[src/rtl/dtfp_pkg.sv]
`timescale 1ns / 1ps
// Shared codes, character constants and the end-of-number record for the decimal parser.
package dtfp_pkg;

  localparam int VALUE_WIDTH_DEFAULT = 64;

  typedef logic [2:0] status_t;

  localparam status_t ST_OK        = 3'd0;
  localparam status_t ST_EMPTY     = 3'd1;
  localparam status_t ST_BAD_INT   = 3'd2;
  localparam status_t ST_BAD_FRAC  = 3'd3;
  localparam status_t ST_TOO_MANY  = 3'd4;
  localparam status_t ST_NO_DIGITS = 3'd5;
  localparam status_t ST_OVERFLOW  = 3'd6;

  localparam logic [7:0] CH_ZERO  = 8'h30;
  localparam logic [7:0] CH_NINE  = 8'h39;
  localparam logic [7:0] CH_POINT = 8'h2E;
  localparam logic [7:0] CH_PLUS  = 8'h2B;
  localparam logic [7:0] CH_MINUS = 8'h2D;

  // Everything but the integer part that the final stage needs.
  typedef struct packed {
    logic       neg;
    logic [6:0] frac_accum;
    logic [1:0] frac_count;
    status_t    status;
  } fin_t;

  // Fraction scaled to two digits (at most 99).
  function automatic logic [6:0] frac_scaled(input logic [6:0] acc, input logic [1:0] cnt);
    logic [6:0] res;
    begin
      case (cnt)
        2'd0:    res = 7'd0;
        2'd1:    res = 7'({acc, 3'b000} + {2'b00, acc, 1'b0});
        default: res = acc;
      endcase
      return res;
    end
  endfunction

endpackage

[src/rtl/decimal_text_to_fixed_point.sv]
`timescale 1ns / 1ps
// Top level: decimal text parser with a finish stage and a result register.
//
// Streams one ASCII character per transfer; is_last marks the final character
// of a number. An optional '+' or '-', integer digits, an optional '.' and up
// to two fraction digits are accepted. For each final character one result
// transfer follows, carrying the value in hundredths (signed, VALUE_WIDTH bits,
// negated for a minus sign) and a status code (ok, empty, bad integer digit,
// bad fraction digit, too many fraction digits, no digits, overflow); the
// value is zero whenever the status is not ok. The first error of a number is
// kept and later characters of that number are ignored. Throughput is one
// character per cycle while in_ready is high. A result is offered once its
// final character has passed the finish stage and the result register: the
// character update (multiply by ten, add, saturate) runs in the cycle of the
// input transfer and lands in the finish stage, and from there, once the
// result register is empty or draining, the integer part is scaled by 100,
// the fraction is added and the signed range is checked into the result
// register. in_ready drops only while both the finish stage and the result
// register are full and the result is not being drained.
module decimal_text_to_fixed_point #(
  parameter int VALUE_WIDTH = dtfp_pkg::VALUE_WIDTH_DEFAULT
) (
  input  logic                          clk,
  input  logic                          rst,
  input  logic                          in_valid,
  output logic                          in_ready,
  input  logic [7:0]                    char_code,
  input  logic                          is_last,
  output logic                          out_valid,
  input  logic                          out_ready,
  output logic signed [VALUE_WIDTH-1:0] hundredths,
  output dtfp_pkg::status_t             status
);
  import dtfp_pkg::*;

  localparam int MagWidth = VALUE_WIDTH + 8;
  localparam logic [MagWidth-1:0] HalfMag = MagWidth'(1) << (VALUE_WIDTH - 1);

  logic                   take;
  logic                   fin_move;
  logic [VALUE_WIDTH-1:0] done_whole;
  fin_t                   done_info;

  // Finish stage: one number whose last character has been taken.
  logic                   fin_valid;
  logic [VALUE_WIDTH-1:0] fin_whole;
  fin_t                   fin_info;

  logic [MagWidth-1:0]    mag;
  logic [MagWidth-1:0]    limit;
  logic                   too_big;
  status_t                status_next;
  logic [VALUE_WIDTH-1:0] value_next;

  // Advance the finish stage whenever the result register is empty or draining.
  assign fin_move = fin_valid && (!out_valid || out_ready);
  assign in_ready = !fin_valid || fin_move;
  assign take     = in_valid && in_ready;

  dtfp_parse #(
    .VALUE_WIDTH(VALUE_WIDTH)
  ) u_parse (
    .clk        (clk),
    .rst        (rst),
    .take       (take),
    .char_code  (char_code),
    .is_last    (is_last),
    .done_whole (done_whole),
    .done_info  (done_info)
  );

  // Magnitude = whole * 100 + scaled fraction, then check the signed range.
  always_comb begin
    mag = {2'b00, fin_whole, 6'b0} + {3'b000, fin_whole, 5'b0}
          + {6'b0, fin_whole, 2'b00}
          + MagWidth'(frac_scaled(fin_info.frac_accum, fin_info.frac_count));
    limit       = fin_info.neg ? HalfMag : HalfMag - MagWidth'(1);
    too_big     = mag > limit;
    status_next = fin_info.status;
    value_next  = '0;
    if (fin_info.status == ST_OK) begin
      if (too_big) begin
        status_next = ST_OVERFLOW;
      end else if (fin_info.neg) begin
        value_next = VALUE_WIDTH'(-mag);
      end else begin
        value_next = mag[VALUE_WIDTH-1:0];
      end
    end
  end

  always_ff @(posedge clk) begin
    if (rst) begin
      fin_valid <= 1'b0;
      out_valid <= 1'b0;
    end else begin
      if (take && is_last) begin
        fin_valid <= 1'b1;
      end else if (fin_move) begin
        fin_valid <= 1'b0;
      end
      if (fin_move) begin
        out_valid <= 1'b1;
      end else if (out_ready) begin
        out_valid <= 1'b0;
      end
    end
  end

  // Payload registers: hold unless a new record moves in.
  always_ff @(posedge clk) begin
    if (take && is_last) begin
      fin_whole <= done_whole;
      fin_info  <= done_info;
    end
    if (fin_move) begin
      hundredths <= value_next;
      status     <= status_next;
    end
  end

  a_error_zero_value: assert property (@(posedge clk) disable iff (rst)
    out_valid && status != ST_OK |-> hundredths == '0)
    else $error("nonzero value with error status");

  a_last_fills_finish: assert property (@(posedge clk) disable iff (rst)
    take && is_last |=> fin_valid)
    else $error("final character did not reach the finish stage");

  a_finish_to_result: assert property (@(posedge clk) disable iff (rst)
    fin_move |=> out_valid)
    else $error("finished number did not reach the result register");

  a_finish_holds: assert property (@(posedge clk) disable iff (rst)
    fin_valid && !fin_move |=> fin_valid && $stable(fin_whole))
    else $error("finish stage lost a pending number");

endmodule

[src/rtl/dtfp_parse.sv]
`timescale 1ns / 1ps
// Per-character parser: phase, sign, accumulators and sticky first error.
module dtfp_parse #(
  parameter int VALUE_WIDTH = dtfp_pkg::VALUE_WIDTH_DEFAULT
) (
  input  logic                   clk,
  input  logic                   rst,
  input  logic                   take,
  input  logic [7:0]             char_code,
  input  logic                   is_last,
  output logic [VALUE_WIDTH-1:0] done_whole,
  output dtfp_pkg::fin_t         done_info
);
  import dtfp_pkg::*;

  typedef enum logic [1:0] {PH_START, PH_INT, PH_FRAC} phase_t;

  localparam logic [VALUE_WIDTH:0] HalfRange = (VALUE_WIDTH+1)'(1) << (VALUE_WIDTH - 1);
  localparam logic [VALUE_WIDTH:0] WholeCeil = HalfRange / (VALUE_WIDTH+1)'(100)
                                               + (VALUE_WIDTH+1)'(1);
  localparam logic [VALUE_WIDTH+3:0] CeilWide = (VALUE_WIDTH+4)'(WholeCeil);

  phase_t                 phase, phase_next;
  logic                   neg, neg_next;
  logic [VALUE_WIDTH-1:0] whole, whole_next;
  logic [6:0]             facc, facc_next;
  logic [1:0]             fcnt, fcnt_next;
  logic                   seen, seen_next;
  status_t                err, err_next;

  logic                   is_digit;
  logic [3:0]             digit;
  logic [VALUE_WIDTH+3:0] whole_grow;

  always_comb begin
    is_digit   = (char_code >= CH_ZERO) && (char_code <= CH_NINE);
    digit      = char_code[3:0];
    whole_grow = {3'b000, whole, 1'b0} + {1'b0, whole, 3'b000}
                 + (VALUE_WIDTH+4)'(digit);

    phase_next = phase;
    neg_next   = neg;
    whole_next = whole;
    facc_next  = facc;
    fcnt_next  = fcnt;
    seen_next  = seen;
    err_next   = err;

    if (err == ST_OK) begin
      case (phase)
        PH_START, PH_INT: begin
          phase_next = PH_INT;
          if (phase == PH_START && (char_code == CH_PLUS || char_code == CH_MINUS)) begin
            neg_next = (char_code == CH_MINUS);
            if (is_last) begin
              err_next = ST_EMPTY;
            end
          end else if (char_code == CH_POINT) begin
            phase_next = PH_FRAC;
          end else if (!is_digit) begin
            err_next = ST_BAD_INT;
          end else begin
            // Saturate at a ceiling that is already out of range.
            whole_next = (whole_grow > CeilWide) ? WholeCeil[VALUE_WIDTH-1:0]
                                                 : whole_grow[VALUE_WIDTH-1:0];
            seen_next  = 1'b1;
          end
        end
        PH_FRAC: begin
          if (!is_digit) begin
            err_next = ST_BAD_FRAC;
          end else if (fcnt == 2'd2 || fcnt == 2'd3) begin
            err_next = ST_TOO_MANY;
          end else begin
            facc_next = 7'({facc, 3'b000} + {2'b00, facc, 1'b0} + {3'b000, digit});
            fcnt_next = fcnt + 2'd1;
            seen_next = 1'b1;
          end
        end
        default: begin
          phase_next = phase;
        end
      endcase
    end

    done_whole            = whole_next;
    done_info.neg         = neg_next;
    done_info.frac_accum  = facc_next;
    done_info.frac_count  = fcnt_next;
    done_info.status      = (err_next == ST_OK && !seen_next) ? ST_NO_DIGITS : err_next;
  end

  always_ff @(posedge clk) begin
    if (rst) begin
      phase <= PH_START;
      neg   <= 1'b0;
      whole <= '0;
      facc  <= '0;
      fcnt  <= '0;
      seen  <= 1'b0;
      err   <= ST_OK;
    end else if (take) begin
      if (is_last) begin
        // Start over for the next number.
        phase <= PH_START;
        neg   <= 1'b0;
        whole <= '0;
        facc  <= '0;
        fcnt  <= '0;
        seen  <= 1'b0;
        err   <= ST_OK;
      end else begin
        phase <= phase_next;
        neg   <= neg_next;
        whole <= whole_next;
        facc  <= facc_next;
        fcnt  <= fcnt_next;
        seen  <= seen_next;
        err   <= err_next;
      end
    end
  end

endmodule

[config.mk]
export PLATFORM = sky130hd
export DESIGN_NAME = decimal_text_to_fixed_point
export DESIGN_NICKNAME = d
export VERILOG_FILES = /design/src/rtl/dtfp_pkg.sv /design/src/rtl/decimal_text_to_fixed_point.sv /design/src/rtl/dtfp_parse.sv
export SDC_FILE = /design/constraint.sdc
export NUM_CORES = 1
export LEC_CHECK = 0
export BUFFER_PORTS_ARGS = -buffer_cell sky130_fd_sc_hd__buf_4
export CAP_MARGIN = 40
export CORE_ASPECT_RATIO = 1.1
export CORE_MARGIN = 5
export CORE_UTILIZATION = 65
export DETAILED_ROUTE_END_ITERATION = 16
export GPL_ROUTABILITY_DRIVEN = 0
export PLACE_DENSITY_LB_ADDON = 0.08
export SYNTH_ARGS = -nofsm -noshare
export SYNTH_HDL_FRONTEND = slang
export SYNTH_SLANG_ARGS = --single-unit
export TNS_END_PERCENT = 100
[constraint.sdc]
create_clock -name clk -period 14.3 [get_ports clk]
set_input_delay 0 -clock clk [delete_from_list [all_inputs] [get_ports clk]]
set_output_delay 0 -clock clk [all_outputs]
set_load 0.05 [all_outputs]
==> run_results.csv, run 1 <==
group,metric,value,unit
run_status,outcome,"finished clean",
sta,tightest_slew,0.8986,ns
sta,period_share,0.5801,
critical_path,critPathSlowestCell,"a2111oi_1",
hold_path,hold_class,"input port to flip-flop",
sta,finalHoldViolCount,0,
critical_path,worst-r2r-cell-count,28,
global_route,grt_use_total,0.2895,
yosys,synth_warnings,0,
sta,setup_viol,0,
yosys,ys_ff_latch,226,
route,antenna_left,0,
yosys,ys_types,100,
clocking,cts-root-buf,"clkbuf_16",
critical_path,cp_common_cell,"a21o_1",
critical_path,critPathCaptureType,"flip-flop",
floorplan,initial_core_util,0.6603,
clocking,clk_latency,0.53,ns
yosys,muxShareOfSynthArea,0.007229,
power_and_ir_drop,p_leak,11.27,nW
yosys,avgSynthCellArea,8.771,µm²
critical_path,path_class,"flip-flop to flip-flop",
sta,fin_worst_skew,0.02287,ns
critical_path,timing.rr.end,"hundredths[62]$_SDFFCE_PP0P_",
global_route,grt-ovfl-total,0,
finish,antenna_cells,0,
yosys,synth_xor_area_frac,0.05595,
placement,dp_slack,6.142,ns
yosys,synthSimpleGateAreaFrac,0.1869,
sta,fin_crit,8.296,ns
floorplan,dieHeight,213.9,µm
global_route,grt_max_degree,89,
power_and_ir_drop,power_density,75.24,nW/µm²
route,viasPerCell,6.681,
yosys,netlist_top_cells_area,"edfxtp_1, ha_1, dfxtp_1, fa_1, nor2_1",
clocking,post_cts_buffers,0,
route,routed_wl,63.14,mm
sta,fin_ws,6.004,ns
clocking,clk_pin_slew_worst_paths,0.07,ns
route,dr.pass1.iters,6,
power_and_ir_drop,power,1.978,mW
yosys,synth_fp_nets,3227,
yosys,synth_top_family_by_area,"compound AO/OA/AOI/OAI gates",
clocking,clock_path_buffers,3,
placement,io_buffers,81,
finish,design_area,26290,µm²
route,wire_per_inst,19.07,µm
critical_path,crit_arrival,8.66,ns
route,wl_met3,4.620,mm
yosys,synthArstFlopShare,0,
critical_path,crit_path_start,"fin_info[5]$_DFFE_PP_",
route,dr.max_layer_used,"met4",
yosys,synthAdderAreaFrac,0.2305,
floorplan,ios,82,
global_route,grt_pass1_vias,20920,
finish,drive_gt1_frac,0.07277,
sta,clock.fmax,0.1205,GHz
power_and_ir_drop,max-vdd-ir-drop,0.07776,mV
critical_path,cp.required,14.66,ns
finish,fin_cells,3311,
finish,fin_util,0.7063,
placement,placed_cell_area,25460,µm²
critical_path,crit_fanout,64,
route,drt_iter0_drc,1965,
yosys,synth_edf_count,144,
finish,area_growth,6.969,%
flow_run,cap_violations,0,
yosys,synth_cells,2802,
critical_path,cpPeakStageDelay,0.82,ns
floorplan,dieArea,41800,µm²
clocking,cts_sinks,226,
critical_path,critPathCapture,"hundredths[62]$_SDFFCE_PP0P_",
yosys,ys_seq_area_frac,0.2427,
global_route,grt_pass1_wl,104.4,mm
route,via_count,22122,
critical_path,r2r_slack,6.00,ns
critical_path,critPathLaunchType,"flip-flop",
route,wl_met2,28.20,mm
global_route,antenna_found_initial,0,
yosys,synth_compound_area_frac,0.2445,
sta,holdWs,0.02989,ns
yosys,synth_area_leader_cell,"edfxtp_1",
sta,rsz0062_at_grt,"false",
yosys,syn_area,24580,µm²
yosys,synth.top_cell.area_share,0.1759,
sta,relSlewSlack,0.3855,
yosys,synth_top_flop_cell,"edfxtp_1",
clocking,numCtsBuffers,22,
floorplan,die_w,195.4,µm
finish,fillers,2965,
floorplan,rows,74,
finish,final_nets,3227,
floorplan,core_area,37220,µm²
clocking,cts_max_level,1,
route,drcViolationCount,0,
clocking,cts_tree,"done",
sta,setup_tns,0,ns
placement,placedCellCount,3261,
route,drt-met1-wl,27.74,mm
clocking,cts-resized-gates,0,
sta,slew_viol_final,0,
placement,dpl.hpwl,49.78,mm
critical_path,r2r-start,"fin_info[5]$_DFFE_PP_",
-- worst max-delay path: cells and delay by family (launching register included) --
family | cells | cell delay, ns
AND/OR/NAND/NOR | 5 | 1.09
XOR/XNOR | 1 | 0.18
adder cells (fa/ha/maj) | 6 | 2.31
buffers and inverters | 2 | 0.39
AO/OA/AOI/OAI | 14 | 3.68
flip-flops | 1 | 0.46
-- cell usage in the layout, fill, tap and decap left out, types with 38 or more instances in the layout --
| cell type | Yosys | routed |
|---|---|---|
| edfxtp_1 | 144 | 144 |
| xnor2_1 | 57 | 57 |
| nand3_1 | 38 | 38 |
| o21ai_0 | 183 | 183 |
| nor3_1 | 59 | 58 |
| and2_1 | 41 | 41 |
| dfxtp_1 | 82 | 82 |
| ha_1 | 344 | 344 |
| a31oi_1 | 62 | 62 |
| fa_1 | 68 | 68 |
| xor2_1 | 100 | 100 |
| a21o_1 | 82 | 82 |
| o31ai_1 | 61 | 61 |
| a21oi_1 | 183 | 183 |
| nand2_1 | 219 | 219 |
| inv_1 | 57 | 56 |
| nor2_1 | 252 | 251 |
| nand4_1 | 68 | 68 |
| buf_4 | 0 | 99 |
-- synthesized netlist by cell type (15+ instances only) --
master / count
o21a_1: 25
and2_1: 41
or2_2: 15
o31ai_1: 61
buf_2: 32
nand2b_1: 29
edfxtp_1: 144
clkbuf_1: 100
o21ai_1: 17
nand4_1: 68
xor2_1: 100
o211ai_1: 17
or3_1: 30
a21o_1: 82
o21bai_1: 24
inv_1: 57
nand2_1: 219
dfxtp_1: 82
nand3_1: 38
nor4_1: 29
o21ai_0: 183
a32o_1: 23
nor2_1: 252
a21oi_1: 183
nor2b_1: 26
and3_1: 28
a31oi_1: 62
and4_1: 15
nor3_1: 59
xnor2_1: 57
ha_1: 344
a211oi_1: 31
fa_1: 68
a221oi_1: 17
-- state kept, by name (all words and copies together), names as in the netlist --
| register | cells |
|---|---|
| fin_info | 13 |
| fin_valid | 1 |
| u_parse.phase | 2 |
| u_parse.neg | 1 |
| status | 3 |
| u_parse.fcnt | 2 |
| u_parse.whole | 64 |
| hundredths | 64 |
| fin_whole | 64 |
| u_parse.facc | 7 |
| u_parse.seen | 1 |
| out_valid | 1 |
| u_parse.err | 3 |
-- report_power, final --
group / leakage (nW) / switching [mW] / internal (mW)
Sequential: 2.04 / 0.0129 / 0.705
Clock: 0.346 / 0.246 / 0.340
Combinational: 8.88 / 0.423 / 0.251
-- how the worst min path moves through the flow --
stage / cells past startpoint / start / slack (ns) / to
floorplan: 3 / out_ready / 0.20 / out_valid$_SDFFE_PP0P_
global placement: 4 / out_ready / 0.32 / out_valid$_SDFFE_PP0P_
detailed placement: 4 / out_ready / 0.34 / out_valid$_SDFFE_PP0P_
CTS: 5 / char_code[2] / 0.007 / u_parse.phase[1]$_SDFFE_PP0P_
global route: 5 / char_code[7] / 0.05 / u_parse.err[1]$_SDFFE_PP0P_
finish: 5 / char_code[6] / 0.03 / u_parse.err[1]$_SDFFE_PP0P_
-- routing by layer --
layer	GRT usage	vias up
met4	0.1148	0
li1	-	10658
met2	0.4610	1015
met5	0	-
met3	0.03096	145
met1	0.4060	10304
-- layout make-up --
class / count / area, µm² / area share
Clock buffer: 27 / 569.3 / 0.02165
Clock inverter: 12 / 155.1 / 0.005901
Inverter: 58 / 217.7 / 0.008281
Multi-Input combinational cell: 2379 / 17840 / 0.6788
Sequential cell: 226 / 5966 / 0.2269
Tap cell: 494 / 618.1 / 0.02351
Timing Repair Buffer: 115 / 919.6 / 0.03498
-- cell families (layout without fill, tap and decap cells) --
logic type               count (synthesis)  count (layout)
AND/OR/NAND/NOR                        906             906
flip-flops                             226             226
XOR/XNOR                               157             157
multiplexers                            17              17
adder cells (fa/ha/maj)                412             412
buffers and inverters                  197             212
AO/OA/AOI/OAI                          887             887
-- what timing repair did --
item                                    in CTS  in global routing
hold buffers                                11                  0
endpoints found under the hold margin       25                  0
endpoints found under the setup margin       0                  0
No activity file was read; power rests on OpenSTA's default activity.
==> run 2, diff against run 1 <==
--- a/config.mk
+++ b/config.mk
@@ -9,7 +9,7 @@
 export CAP_MARGIN = 40
 export CORE_ASPECT_RATIO = 1.1
 export CORE_MARGIN = 5
-export CORE_UTILIZATION = 65
+export CORE_UTILIZATION = 59
 export DETAILED_ROUTE_END_ITERATION = 16
 export GPL_ROUTABILITY_DRIVEN = 0
 export PLACE_DENSITY_LB_ADDON = 0.08
==> constraint.sdc (replaced) <==
create_clock -name clk -period 7.35 [get_ports clk]
set_input_delay 0 -clock clk [delete_from_list [all_inputs] [get_ports clk]]
set_output_delay 0 -clock clk [all_outputs]
set_load 0.05 [all_outputs]
==> run_results.csv, run 2 (synthesized netlist as in run 1, its figures left out) <==
group,metric,value,unit
floorplan,ios,82,
sta,holdWs,0.03043,ns
power_and_ir_drop,seqPwrFrac,0.350,
clocking,clk_pin_slew_worst_paths,0.07,ns
global_route,met2_usage,0.4339,
finish,antenna_cells,0,
critical_path,crit_buf_inv,2,
sta,finalHoldViolCount,0,
global_route,grt_busiest_layer,"met2",
global_route,use_met3,0.02360,
critical_path,critPathSlowestCell,"fa_2",
sta,slew_viol_final,0,
floorplan,core_area,41180,µm²
placement,io_buffers,81,
flow_run,cap_violations,0,
power_and_ir_drop,power_density,146.8,nW/µm²
floorplan,die_w,204.6,µm
floorplan,initial_core_util,0.5968,
sta,fin_crit,7.097,ns
sta,relSlewSlack,0.3683,
sta,setup_viol,0,
power_and_ir_drop,max-vdd-ir-drop,0.1546,mV
route,drcViolationCount,0,
clocking,numCtsBuffers,22,
sta,clock.fmax,0.1409,GHz
critical_path,crit_fanout,32,
sta,period_share,0.9656,
global_route,antenna_found_initial,1,
global_route,grt-ovfl-total,0,
hold_path,hold_class,"input port to flip-flop",
power_and_ir_drop,switching_share,0.3481,
critical_path,critPathCaptureType,"flip-flop",
finish,mostFrequentLayoutCells,"ha_1, nor2_1, nand2_1",
finish,fin_util,0.6601,
global_route,grt_pass1_vias,20822,
global_route,grt_pass1_wl,105.1,mm
power_and_ir_drop,combPwrFrac,0.358,
finish,area_growth,10.61,%
finish,fin_cells,3437,
global_route,use_met1,0.3806,
placement,placedCellCount,3374,
power_and_ir_drop,p_int,2.602,mW
sta,fin_worst_skew,0.02620,ns
run_status,outcome,"finished clean",
critical_path,cp.required,7.73,ns
critical_path,path_class,"flip-flop to flip-flop",
route,viasPerCell,6.452,
route,dr.pass1.iters,6,
global_route,grt_max_degree,68,
critical_path,cpPeakStageDelay,0.59,ns
critical_path,crit_arrival,7.48,ns
critical_path,critical-path-top-delay-family,"compound AO/OA/AOI/OAI gates",
clocking,cts-root-buf,"clkbuf_16",
clocking,cts_sinks,226,
route,drt_iter0_drc,1658,
power_and_ir_drop,p_leak,11.64,nW
sta,tightest_slew,0.9237,ns
clocking,cts_tree,"done",
clocking,clock_path_buffers,3,
power_and_ir_drop,clockPowerShare,0.292,
floorplan,dieArea,45840,µm²
route,antenna_left,0,
route,wire_per_inst,18.72,µm
floorplan,rows,78,
critical_path,critPathLaunchType,"flip-flop",
floorplan,dieHeight,224.1,µm
finish,drive_gt1_frac,0.1119,
finish,final_nets,3286,
placement,dpl.hpwl,50.80,mm
route,routed_wl,64.34,mm
finish,reg_top3,"fin_whole: 64 flops, hundredths: 64 flops, u_parse.whole: 64 flops",
global_route,grt_use_total,0.2703,
route,via_count,22174,
finish,final_common_cell,"ha_1",
power_and_ir_drop,netSwitchingPower,1.389,mW
clocking,clk_latency,0.54,ns
clocking,cts_max_level,1,
==> run 2: repair_timing <==
item | 4_1_cts | 5_1_grt
endpoints found under the hold margin | 28 | 0
setup buffers | 4 | 10
resized for setup | 22 | 54
pin swaps | 12 | 38
hold buffers | 11 | 0
cloned | 1 | 0
endpoints found under the setup margin | 66 | 66
==> run 2: per-stage QoR <==
step	setup WS [ns]	TNS, ns	cell area [µm²]	power, mW
after floorplan	0.1421	0	24580	2.404
after global placement	-0.09088	-2.724	25860	2.723
after detailed placement	-0.2386	-12.43	25870	2.757
after CTS	0.0004912	0	26890	3.942
after global routing	-0.04536	-0.4667	27180	4.217
final	0.2528	0	27180	3.991
==> run 2: final timing paths <==
check	end	slack, ns	from	cells after the start
worst max-delay path	hundredths[2]$_SDFFCE_PP0P_	0.25	fin_info[7]$_DFFE_PP_	27
worst min-delay path	u_parse.err[1]$_SDFFE_PP0P_	0.03	char_code[7]	5
worst max register to register	hundredths[2]$_SDFFCE_PP0P_	0.25	fin_info[7]$_DFFE_PP_	27
worst min register to register	u_parse.whole[38]$_SDFFE_PP0P_	0.50	u_parse.whole[38]$_SDFFE_PP0P_	2
==> run 2: final cells by class <==
class                   count  area [µm²]
fillers                  3487       14000
multi-input cells        2379       18210
clock inverters            11       138.9
flip-flops and latches    226        5966
inverters                  58       217.7
clock buffers              29       608.1
repair buffers            174        1349
well taps                 560       700.7
==> run 2: power groups by stage <==
stage                     Clock [mW]  Combinational, mW  Sequential [mW]
after CTS                       1.19               1.36             1.40
final                           1.16               1.43             1.40
after global routing            1.24               1.58             1.40
after global placement             0               1.30             1.42
after detailed placement           0               1.33             1.43
after floorplan                    0              0.943             1.46
==> run 2: worst register-to-register path: stages, from the launching register on <==
cell	delay, ns
edfxtp_1	0.39
ha_2	0.21
fa_1	0.37
xor2_1	0.17
a22oi_2	0.09
fa_2	0.59
inv_1	0.07
ha_4	0.27
fa_2	0.37
a21o_1	0.18
a31o_2	0.26
a21o_1	0.22
a41oi_2	0.32
a2111oi_4	0.14
o41a_1	0.42
a221oi_2	0.30
xnor2_1	0.15
ha_1	0.33
nand4_1	0.16
nor4_4	0.34
nand2_2	0.12
nor4_4	0.28
or2_4	0.16
o221ai_1	0.12
nor4_2	0.27
nand4_1	0.19
buf_6	0.26
a21oi_1	0.18
==> run 2: metal layers <==
| layer | part of all wire | up-vias |
|---|---|---|
| li1 | - | 10783 |
| met1 | 0.45 | 10350 |
| met2 | 0.45 | 875 |
| met3 | 0.063 | 164 |
| met4 | 0.044 | 2 |
| met5 | 0.00020 | - |
